**config.mk**
```make
export PLATFORM = sky130hd
export DESIGN_NAME = channel_l2_norm
export DESIGN_NICKNAME = d
export VERILOG_FILES = /design/src/sv/clnrm_pkg.sv /design/src/sv/clnrm_sq_acc.sv /design/src/sv/clnrm_isqrt.sv /design/src/sv/channel_l2_norm.sv
export VERILOG_INCLUDE_DIRS = /design/src /design/src/sv
export SDC_FILE = /design/constraint.sdc
export NUM_CORES = 1
export LEC_CHECK = 0
export ABC_CLOCK_PERIOD_IN_PS = 7280
export BUFFER_PORTS_ARGS = -buffer_cell sky130_fd_sc_hd__buf_2
export CAP_MARGIN = 15
export CORE_MARGIN = 2
export CORE_UTILIZATION = 44
export CTS_CLUSTER_SIZE = 16
export DETAILED_ROUTE_END_ITERATION = 10
export GPL_TIMING_DRIVEN = 0
export PLACE_DENSITY_LB_ADDON = 0.15
export RECOVER_POWER = 50
export SLEW_MARGIN = 20
export SYNTH_ARGS = -nofsm -noshare
export SYNTH_HDL_FRONTEND = slang
export SYNTH_SLANG_ARGS = --single-unit
```
**constraint.sdc**
```tcl
create_clock -name aclk -period 7.28 [get_ports aclk]
set_clock_uncertainty 0.2 [all_clocks]
set_input_delay 1.456 -clock aclk [delete_from_list [all_inputs] [get_ports aclk]]
set_output_delay 1.456 -clock aclk [all_outputs]
set_load 0.02 [all_outputs]
```
**src/sv/channel_l2_norm_defines.svh**
```systemverilog
// Assertion macros for the channel L2 norm block.
// Included by the top level; needs no package.
`ifndef CHANNEL_L2_NORM_DEFINES_SVH
`define CHANNEL_L2_NORM_DEFINES_SVH
`ifndef SYNTH
// Same-cycle implication, disabled during reset.
`define CLNRM_ASSERT_IMPL(lbl, clk, rstn, ante, cons) \
    lbl: assert property (@(posedge clk) disable iff (!(rstn)) (ante) |-> (cons)) \
        else $error("channel_l2_norm assertion failed");
// Next-cycle implication, disabled during reset.
`define CLNRM_ASSERT_NEXT(lbl, clk, rstn, ante, cons) \
    lbl: assert property (@(posedge clk) disable iff (!(rstn)) (ante) |=> (cons)) \
        else $error("channel_l2_norm assertion failed");
`else
`define CLNRM_ASSERT_IMPL(lbl, clk, rstn, ante, cons)
`define CLNRM_ASSERT_NEXT(lbl, clk, rstn, ante, cons)
`endif
`endif

```
**src/sv/clnrm_pkg.sv**
```systemverilog
// Shared constants and types for the channel L2 norm block.
// No dependencies.
package clnrm_pkg;

    // default sample width
    localparam int SAMPLE_BITS_DEF = 16;
    // sum of squares, saturating
    localparam int SUM_BITS = 39;
    localparam logic [SUM_BITS-1:0] SUM_MAX = {SUM_BITS{1'b1}};
    // magnitude and square root datapath
    localparam int MAG_BITS = 20;
    localparam int RAD_BITS = 2 * MAG_BITS;
    localparam int REM_W    = MAG_BITS + 3;
    localparam int STEP_W   = $clog2(MAG_BITS);

    // finished sum handed from accumulator to square root unit
    typedef struct packed {
        logic                valid;
        logic [SUM_BITS-1:0] sum;
    } hand_t;

endpackage

```
**src/sv/clnrm_sq_acc.sv**
```systemverilog
// Bit-serial square and saturating accumulate of channel samples.
// Depends on clnrm_pkg.
module clnrm_sq_acc #(
    parameter int SAMPLE_BITS = clnrm_pkg::SAMPLE_BITS_DEF
) (
    input  logic                          aclk,
    input  logic                          aresetn,
    input  logic                          in_valid,
    output logic                          in_ready,
    input  logic signed [SAMPLE_BITS-1:0] in_sample,
    input  logic                          in_last,
    output clnrm_pkg::hand_t              hand,
    input  logic                          hand_ready
);
    import clnrm_pkg::*;

    localparam int PROD_W = 2 * SAMPLE_BITS;
    localparam int EXT_W  = ((PROD_W > SUM_BITS) ? PROD_W : SUM_BITS) + 1;

    typedef enum logic [2:0] {
        ACC_IDLE = 3'b001,
        ACC_MUL  = 3'b010,
        ACC_HAND = 3'b100
    } acc_state_t;

    acc_state_t              state_reg, state_next;
    logic [PROD_W-1:0]       mcand_reg, mcand_next;
    logic [SAMPLE_BITS-1:0]  mplier_reg, mplier_next;
    logic                    last_reg, last_next;
    logic [SUM_BITS-1:0]     sum_reg, sum_next;

    logic [SAMPLE_BITS-1:0]  abs_val;
    logic [EXT_W-1:0]        sum_ext;
    logic [SUM_BITS-1:0]     sum_add;

    // magnitude of the incoming sample; the most negative code maps to 2^(n-1)
    assign abs_val = in_sample[SAMPLE_BITS-1] ? (~in_sample + 1'b1) : in_sample;

    // sum plus shifted partial product, clipped at full scale
    assign sum_ext = EXT_W'(sum_reg) + EXT_W'(mcand_reg);
    assign sum_add = (|sum_ext[EXT_W-1:SUM_BITS]) ? SUM_MAX : sum_ext[SUM_BITS-1:0];

    assign in_ready   = (state_reg == ACC_IDLE);
    assign hand.valid = (state_reg == ACC_HAND);
    assign hand.sum   = sum_reg;

    // control: one multiplier bit per cycle, stop when no set bits remain
    always_comb begin
        state_next  = state_reg;
        mcand_next  = mcand_reg;
        mplier_next = mplier_reg;
        last_next   = last_reg;
        sum_next    = sum_reg;
        unique case (state_reg)
            ACC_IDLE: begin
                if (in_valid) begin
                    mcand_next  = PROD_W'(abs_val);
                    mplier_next = abs_val;
                    last_next   = in_last;
                    state_next  = ACC_MUL;
                end
            end
            ACC_MUL: begin
                if (mplier_reg != '0) begin
                    if (mplier_reg[0]) begin
                        sum_next = sum_add;
                    end
                    mcand_next  = {mcand_reg[PROD_W-2:0], 1'b0};
                    mplier_next = {1'b0, mplier_reg[SAMPLE_BITS-1:1]};
                end else if (last_reg) begin
                    state_next = ACC_HAND;
                end else begin
                    state_next = ACC_IDLE;
                end
            end
            ACC_HAND: begin
                if (hand_ready) begin
                    sum_next   = '0;
                    state_next = ACC_IDLE;
                end
            end
            default: begin
                state_next = ACC_IDLE;
            end
        endcase
    end

    always_ff @(posedge aclk) begin
        if (!aresetn) begin
            state_reg <= ACC_IDLE;
            sum_reg   <= '0;
        end else begin
            state_reg <= state_next;
            sum_reg   <= sum_next;
        end
    end

    // datapath shift registers
    always_ff @(posedge aclk) begin
        mcand_reg  <= mcand_next;
        mplier_reg <= mplier_next;
        last_reg   <= last_next;
    end

endmodule

```
**src/sv/clnrm_isqrt.sv**
```systemverilog
// Bit-serial integer square root, one root bit per cycle, with output register.
// Depends on clnrm_pkg.
module clnrm_isqrt (
    input  logic                          aclk,
    input  logic                          aresetn,
    input  clnrm_pkg::hand_t              hand,
    output logic                          hand_ready,
    output logic                          m_valid,
    input  logic                          m_ready,
    output logic [clnrm_pkg::MAG_BITS-1:0] m_magnitude
);
    import clnrm_pkg::*;

    typedef enum logic [2:0] {
        SQ_IDLE = 3'b001,
        SQ_RUN  = 3'b010,
        SQ_DONE = 3'b100
    } sq_state_t;

    sq_state_t            state_reg, state_next;
    logic [RAD_BITS-1:0]  rad_reg, rad_next;
    logic [REM_W-1:0]     rem_reg, rem_next;
    logic [MAG_BITS-1:0]  root_reg, root_next;
    logic [STEP_W-1:0]    step_reg, step_next;
    logic                 out_valid_reg, out_valid_next;
    logic [MAG_BITS-1:0]  out_mag_reg, out_mag_next;

    logic [REM_W-1:0]     rem_sh;
    logic [REM_W-1:0]     trial;
    logic                 fits;

    // restoring step: bring down two radicand bits, try root*4+1
    assign rem_sh = {rem_reg[REM_W-3:0], rad_reg[RAD_BITS-1 -: 2]};
    assign trial  = {1'b0, root_reg, 2'b01};
    assign fits   = (rem_sh >= trial);

    assign hand_ready  = (state_reg == SQ_IDLE);
    assign m_valid     = out_valid_reg;
    assign m_magnitude = out_mag_reg;

    always_comb begin
        state_next     = state_reg;
        rad_next       = rad_reg;
        rem_next       = rem_reg;
        root_next      = root_reg;
        step_next      = step_reg;
        out_mag_next   = out_mag_reg;
        out_valid_next = out_valid_reg & ~m_ready;
        unique case (state_reg)
            SQ_IDLE: begin
                if (hand.valid) begin
                    rad_next   = RAD_BITS'(hand.sum);
                    rem_next   = '0;
                    root_next  = '0;
                    step_next  = STEP_W'(MAG_BITS - 1);
                    state_next = SQ_RUN;
                end
            end
            SQ_RUN: begin
                rem_next  = fits ? (rem_sh - trial) : rem_sh;
                root_next = {root_reg[MAG_BITS-2:0], fits};
                rad_next  = {rad_reg[RAD_BITS-3:0], 2'b00};
                if (step_reg == '0) begin
                    state_next = SQ_DONE;
                end else begin
                    step_next = step_reg - 1'b1;
                end
            end
            SQ_DONE: begin
                // wait until the output register is free
                if (!out_valid_reg || m_ready) begin
                    out_mag_next   = root_reg;
                    out_valid_next = 1'b1;
                    state_next     = SQ_IDLE;
                end
            end
            default: begin
                state_next = SQ_IDLE;
            end
        endcase
    end

    always_ff @(posedge aclk) begin
        if (!aresetn) begin
            state_reg     <= SQ_IDLE;
            out_valid_reg <= 1'b0;
        end else begin
            state_reg     <= state_next;
            out_valid_reg <= out_valid_next;
        end
    end

    always_ff @(posedge aclk) begin
        rad_reg     <= rad_next;
        rem_reg     <= rem_next;
        root_reg    <= root_next;
        step_reg    <= step_next;
        out_mag_reg <= out_mag_next;
    end

endmodule

```
**src/sv/channel_l2_norm.sv**
```systemverilog
// Top level of the per-pixel channel L2 norm block.
// Depends on clnrm_pkg, clnrm_sq_acc, clnrm_isqrt and channel_l2_norm_defines.svh.
//
// Channel samples (signed Q8.8) enter one item at a time; each is squared
// bit-serially, one multiplier bit per cycle, into a 39-bit saturating sum.
// An item keeps the accumulator busy, and no new item is taken, until the
// shift-add multiplier has no set bits of |sample| left. The item marked
// last channel then hands its sum over and waits until the root unit takes
// it. The sum passes to a restoring square root that takes the sum,
// computes the root bit by bit, MSB first, and loads the output register.
// It runs while the next pixel accumulates. The handoff waits while the
// previous root is still being computed, or while that finished root
// waits for the output register to be taken. The result is the floor
// square root as unsigned Q12.8, held in an output register until taken.
`include "channel_l2_norm_defines.svh"

module channel_l2_norm #(
    parameter int SAMPLE_BITS = clnrm_pkg::SAMPLE_BITS_DEF
) (
    input  logic                           aclk,
    input  logic                           aresetn,
    input  logic                           s_valid,
    output logic                           s_ready,
    input  logic signed [SAMPLE_BITS-1:0]  s_sample,
    input  logic                           s_last_channel,
    output logic                           m_valid,
    input  logic                           m_ready,
    output logic [clnrm_pkg::MAG_BITS-1:0] m_magnitude
);
    import clnrm_pkg::*;

    hand_t hand;
    logic  hand_ready;

    // square and accumulate
    clnrm_sq_acc #(
        .SAMPLE_BITS (SAMPLE_BITS)
    ) u_acc (
        .aclk       (aclk),
        .aresetn    (aresetn),
        .in_valid   (s_valid),
        .in_ready   (s_ready),
        .in_sample  (s_sample),
        .in_last    (s_last_channel),
        .hand       (hand),
        .hand_ready (hand_ready)
    );

    // square root and output register
    clnrm_isqrt u_sqrt (
        .aclk        (aclk),
        .aresetn     (aresetn),
        .hand        (hand),
        .hand_ready  (hand_ready),
        .m_valid     (m_valid),
        .m_ready     (m_ready),
        .m_magnitude (m_magnitude)
    );

    // a pending sum holds until the root unit takes it
    `CLNRM_ASSERT_NEXT(a_hand_hold, aclk, aresetn, hand.valid && !hand_ready, hand.valid && $stable(hand.sum))
    // accumulator never accepts an item while a sum is pending
    `CLNRM_ASSERT_IMPL(a_ready_no_hand, aclk, aresetn, s_ready, !hand.valid)
    // an accepted item leaves the accumulator busy in the next cycle
    `CLNRM_ASSERT_NEXT(a_busy_after_accept, aclk, aresetn, s_valid && s_ready, !s_ready)

endmodule

```
======== Word-level counts from Yosys, hierarchy flattened ========
Cells that the tools add are included.
cells by class
  shifts and indexed selects .............. 0
  order comparisons ....................... 1
  reductions and logical operators ........ 15
  multipliers ............................. 0
  multiplexer cells ....................... 33
  div/mod/pow operators ................... 0
  add/subtract/negate cells ............... 4
  bitwise operators ....................... 3
  equality and inequality tests ........... 15
operators by type and width
  kind                   number
  $mux 39                4
  $pmux 40 s2            1
  $pmux 39 s2            1
  $mux 32                2
  $pmux 32 s2            1
  $mux 16                3
  $mux 21                2
  $pmux 21 s2            1
  $add 39x32->40         1
  $mux 40                1
  $pmux 20 s2            1
  $pmux 16 s2            1
  $ge 23x22->1           1
  $mux 3                 7
  $sub 21x21->21         1
  $mux 20                1
  $pmux 3 s3             2
  $add 16x1->16 const B  1
  $not 16->16            1
  $reduce_bool 16->1     1
  $reduce_and 3->1       4
  $mux 5                 2
  $ne 2x1->1 const B     5
  $pmux 5 s2             1
  14 further kinds       25
storage, ports and cells
  input bits .............................. 21
  logic and storage cells ................. 83
  bits in read-only memories .............. 0
  RAM bits ................................ 0
  bits in registers ....................... 201
  latch bits .............................. 0
  memories ................................ 0

======== Longest topological paths before layout ========
  depth after elaboration ................. 5
  gate-level depth with buffers ........... 12
  mapped depth without buffers ............ 12

======== Hierarchy ========
A second synthesis with hierarchy kept.
second synthesis, totals
  cells, all modules ...................... 1167
  area total of the unflattened synthesis .. 11434.7 µm²
by module, submodules not included
  module        area an instance (µm²)  times used  cells each  seq. area each (µm²)
  clnrm_sq_acc  5878.1                  1           652         2312.2
  clnrm_isqrt   5556.6                  1           515         3263.1

======== Worst setup path before layout ========
No wires, ideal clock.
  kind .................................... register to register
  start ................................... register u_sqrt.state_reg[0]
  end ..................................... register u_sqrt.state_reg[0]
  arrival ................................. 6.905 ns
  path slack .............................. -0.223 ns
  setup time .............................. 0.398 ns
  required time ........................... 6.682 ns
  cell stages (with the launch flop) ...... 5
  path through ............................ dfxtp_1 nor3b_1 nand2_1 o21ai_0 o21ai_0
on the way
  cells in the longest elaborated chain, start to end .. 3
ends and longest elaborated chain
  what                                                              RTL line           source
  start, declared                                                   clnrm_isqrt.sv:20  sq_state_t state_reg, state_next;
  start signal, assigned                                            clnrm_isqrt.sv:88  state_reg <= state_next;
  $eq 3x3->1 (tied with other cells)                                clnrm_isqrt.sv:49  unique case (state_reg)
  $ne 2x1->1 (no source line) / $ne 2x2->1 (equally long branches)  --
  $reduce_and 3->1 (no source line)                                 --
Several ways; a longest one is shown, not always the timed one.
A chain may end at the register's enable or synchronous reset.

======== Worst setup path after layout ========
  start ................................... register u_sqrt.state_reg[0]
  end ..................................... register u_sqrt.root_reg[17] (enable)
on the way
  cells in the longest elaborated chain, start to end .. 3
ends and longest elaborated chain
  what                                                                     RTL line           source
  $eq 3x1->1 / $eq 3x2->1 (equally long branches)                          clnrm_isqrt.sv:49
  $ne 2x2->1 (no source line) / $reduce_bool 2->1 (equally long branches)  --
  $reduce_and 2->1 (no source line) (*)                                    --
  end signal, assigned                                                     clnrm_isqrt.sv:96  root_reg <= root_next;
  end, declared                                                            clnrm_isqrt.sv:23  logic [MAG_BITS-1:0] root_reg, root_next;
Every way passes the cells marked *; elsewhere a longest branch is shown, timed or not.

==> flow_summary.ini <==
[cts]
cts_buffers = 23
htree_levels = 1
insertion_delay_ns = 0.53
cts_max_path_buffers = 3
cts_root_buffer = clkbuf_16
cts.sinks = 201
cts_tree = built
post_cts_buffers = 0
clkSlewWorstSetupHoldPaths_ns = 0.06
cts_repair_resize_count = 0
hold_buffers = 0

[grt]
antenna_found_initial = 0
grt.total_usage = 0.196
grt_pass1_vias = 8161
grt_max_degree = 51
grt_pass1_wl_um = 41800
gr-total-overflow = 0

[job]
cap_violations = 0

[cells_and_area]
syn_to_final_growth_pct = 12.4
final_core_util = 0.500
drive_above_1_share = 0.0984
layout.nets = 1250
largest_reg_flops = 40
diodes = 0
fin_cells = 1519
final_common_cell = nand2_1
final_cell_mix = nand2_1 (202), edfxtp_1 (155), nor2_1 (70)

[yosys]
synth_area_per_cell_um2 = 10.1
netlist_instances = 1102
synth_edf_count = 155
synthSimpleGateAreaFrac = 0.162
synth_fp_nets = 1180
synth_fa_ha_area_frac = 0.0649
synth_compound_area_frac = 0.173
synth_ff_type = edfxtp_1
synth_top_family_by_area = compound AO/OA/AOI/OAI gates
synth_seq_cells = 201
syn-cell-area_um2 = 11100
synth-xor-area-share = 0.0473
yosys_warnings = 0
synthMuxAreaShare = 0.0126
synth-seq-area-share = 0.502
ys_types = 80
synth_async_sr_flop_share = 0

[detailed_routing]
routed_wl_um = 25200
first_pass_iters = 4
wl_per_cell_um = 16.6
vias = 8101
drt_iter0_drc = 466
drc = 0
via_per_inst = 5.33
ant_nets = 0

[timing]
period_minus_slack_ns = 4.82
slew-limit-headroom = 0.191
clock.fmax_mhz = 207
setup_viol = 0
slew_violations = 0
rsz0062_at_grt = no
setup_tns_ns = 0
worstMarginPinSlew_ns = 1.21
hold_viol = 0
min_period_over_period = 0.662

[critical_path]
critPathLaunchType = register
end_kind = register
path_max_fanout = 22
slowest_delay_ns = 0.96
crit_top_cell = clkbuf_1
critPathKind = register to register
cp.arrival_ns = 4.76
crit_slowest_cell = clkbuf_1
required_ns = 7.22
crit_path_cell_trace = nor3b_1 -> nand2_1 -> o21ai_0 -> clkbuf_1 -> clkbuf_1 -> clkbuf_1

[power_and_ir_drop]
p_leak_nw = 5.07
p_per_area_nw_per_um2 = 208
irDropWorstVdd_mv = 0.153

[outcome]
outcome = completed

[floorplan]
die_width_um = 163
io_pins = 43
core_um2 = 25000
die_h_um = 163
die-area_um2 = 26500
initial_core_util = 0.445
rows = 58

[place]
gp_congestion = 0.822
numPlacedInstances = 1477
portBuffers = 41
hpwl_um = 18600

[hold_path]
min_path_type = register to register
## stage by stage
stage          hold slack (ns)  setup WS, ns  total power [mW]  cell area [um^2]
2_1_floorplan            0.226          2.08              1.42             11100
3_3_place_gp             0.232        0.0606              1.47             11700
3_5_place_dp             0.233          3.69              1.48             11900
4_1_cts                  0.247          3.86              2.62             12600
5_1_grt                  0.271          1.93              2.70             12500
6_report                 0.246          2.46              2.59             12500
## synthesized netlist by cell type (all sizes together), types with 32 or more instances
cell type | number | area share
nand2 | 202 | 0.068
a21oi | 58 | 0.027
xnor2 | 32 | 0.025
inv | 50 | 0.017
clkbuf | 36 | 0.012
o21ai | 62 | 0.028
dfxtp | 46 | 0.083
edfxtp | 155 | 0.42
o21a | 33 | 0.022
ha | 56 | 0.063
nor2 | 74 | 0.026
## metal layers
layer | up-vias | GRT usage | wire, um
li1 | 4097 | - | -
met1 | 3843 | 0.260 | 11700
met2 | 130 | 0.340 | 12000
met3 | 31 | 0.0260 | 937
met4 | 0 | 0.0475 | 501
met5 | - | 0 | 0
## final cells by class
type | count | area [um^2]
plain buffers | 50 | 240
clock buffers | 35 | 641
clock inverters | 7 | 100
fillers | 2439 | 12500
inverters | 50 | 188
multi-input cells | 801 | 5110
flip-flops and latches | 201 | 5580
well taps | 330 | 413
repair buffers | 45 | 219
## cell families after synthesis
kind of cell             count (synthesis)
AO/OA/AOI/OAI                          281
XOR/XNOR                                60
adder cells (fa/ha/maj)                 57
buffers and inverters                  100
flip-flops                             201
multiplexers                            14
AND/OR/NAND/NOR                        389
## worst max-delay path: cells and delay by family (launching register included)
family / cells / cell delay (ns)
flops: 1 / 0.36
buf+inv: 3 / 2.68
simple gates: 2 / 0.45
compound gates: 1 / 0.71
## power by group
part | leakage, nW | switching (mW) | internal, mW | total, mW
sequential | 1.69 | 0.0186 | 1.26 | 1.28
combinational | 3.02 | 0.102 | 0.0637 | 0.166
clock | 0.363 | 0.463 | 0.681 | 1.14
total | 5.07 | 0.584 | 2.01 | 2.59
## worst paths after layout
check                                            to  slack (ns)  cells past startpoint                              start
setup / recovery  u_sqrt.root_reg[17]$_SDFFCE_PN0P_        2.46                      6   u_sqrt.state_reg[0]$_SDFFE_PN1P_
hold / removal     u_sqrt.m_magnitude[13]$_DFFE_PP_        0.25                      0  u_sqrt.root_reg[13]$_SDFFCE_PN0P_
setup reg to reg  u_sqrt.root_reg[17]$_SDFFCE_PN0P_        2.46                      6   u_sqrt.state_reg[0]$_SDFFE_PN1P_
hold reg to reg    u_sqrt.m_magnitude[13]$_DFFE_PP_        0.25                      0  u_sqrt.root_reg[13]$_SDFFCE_PN0P_
Power figures use the tool's default switching activity.
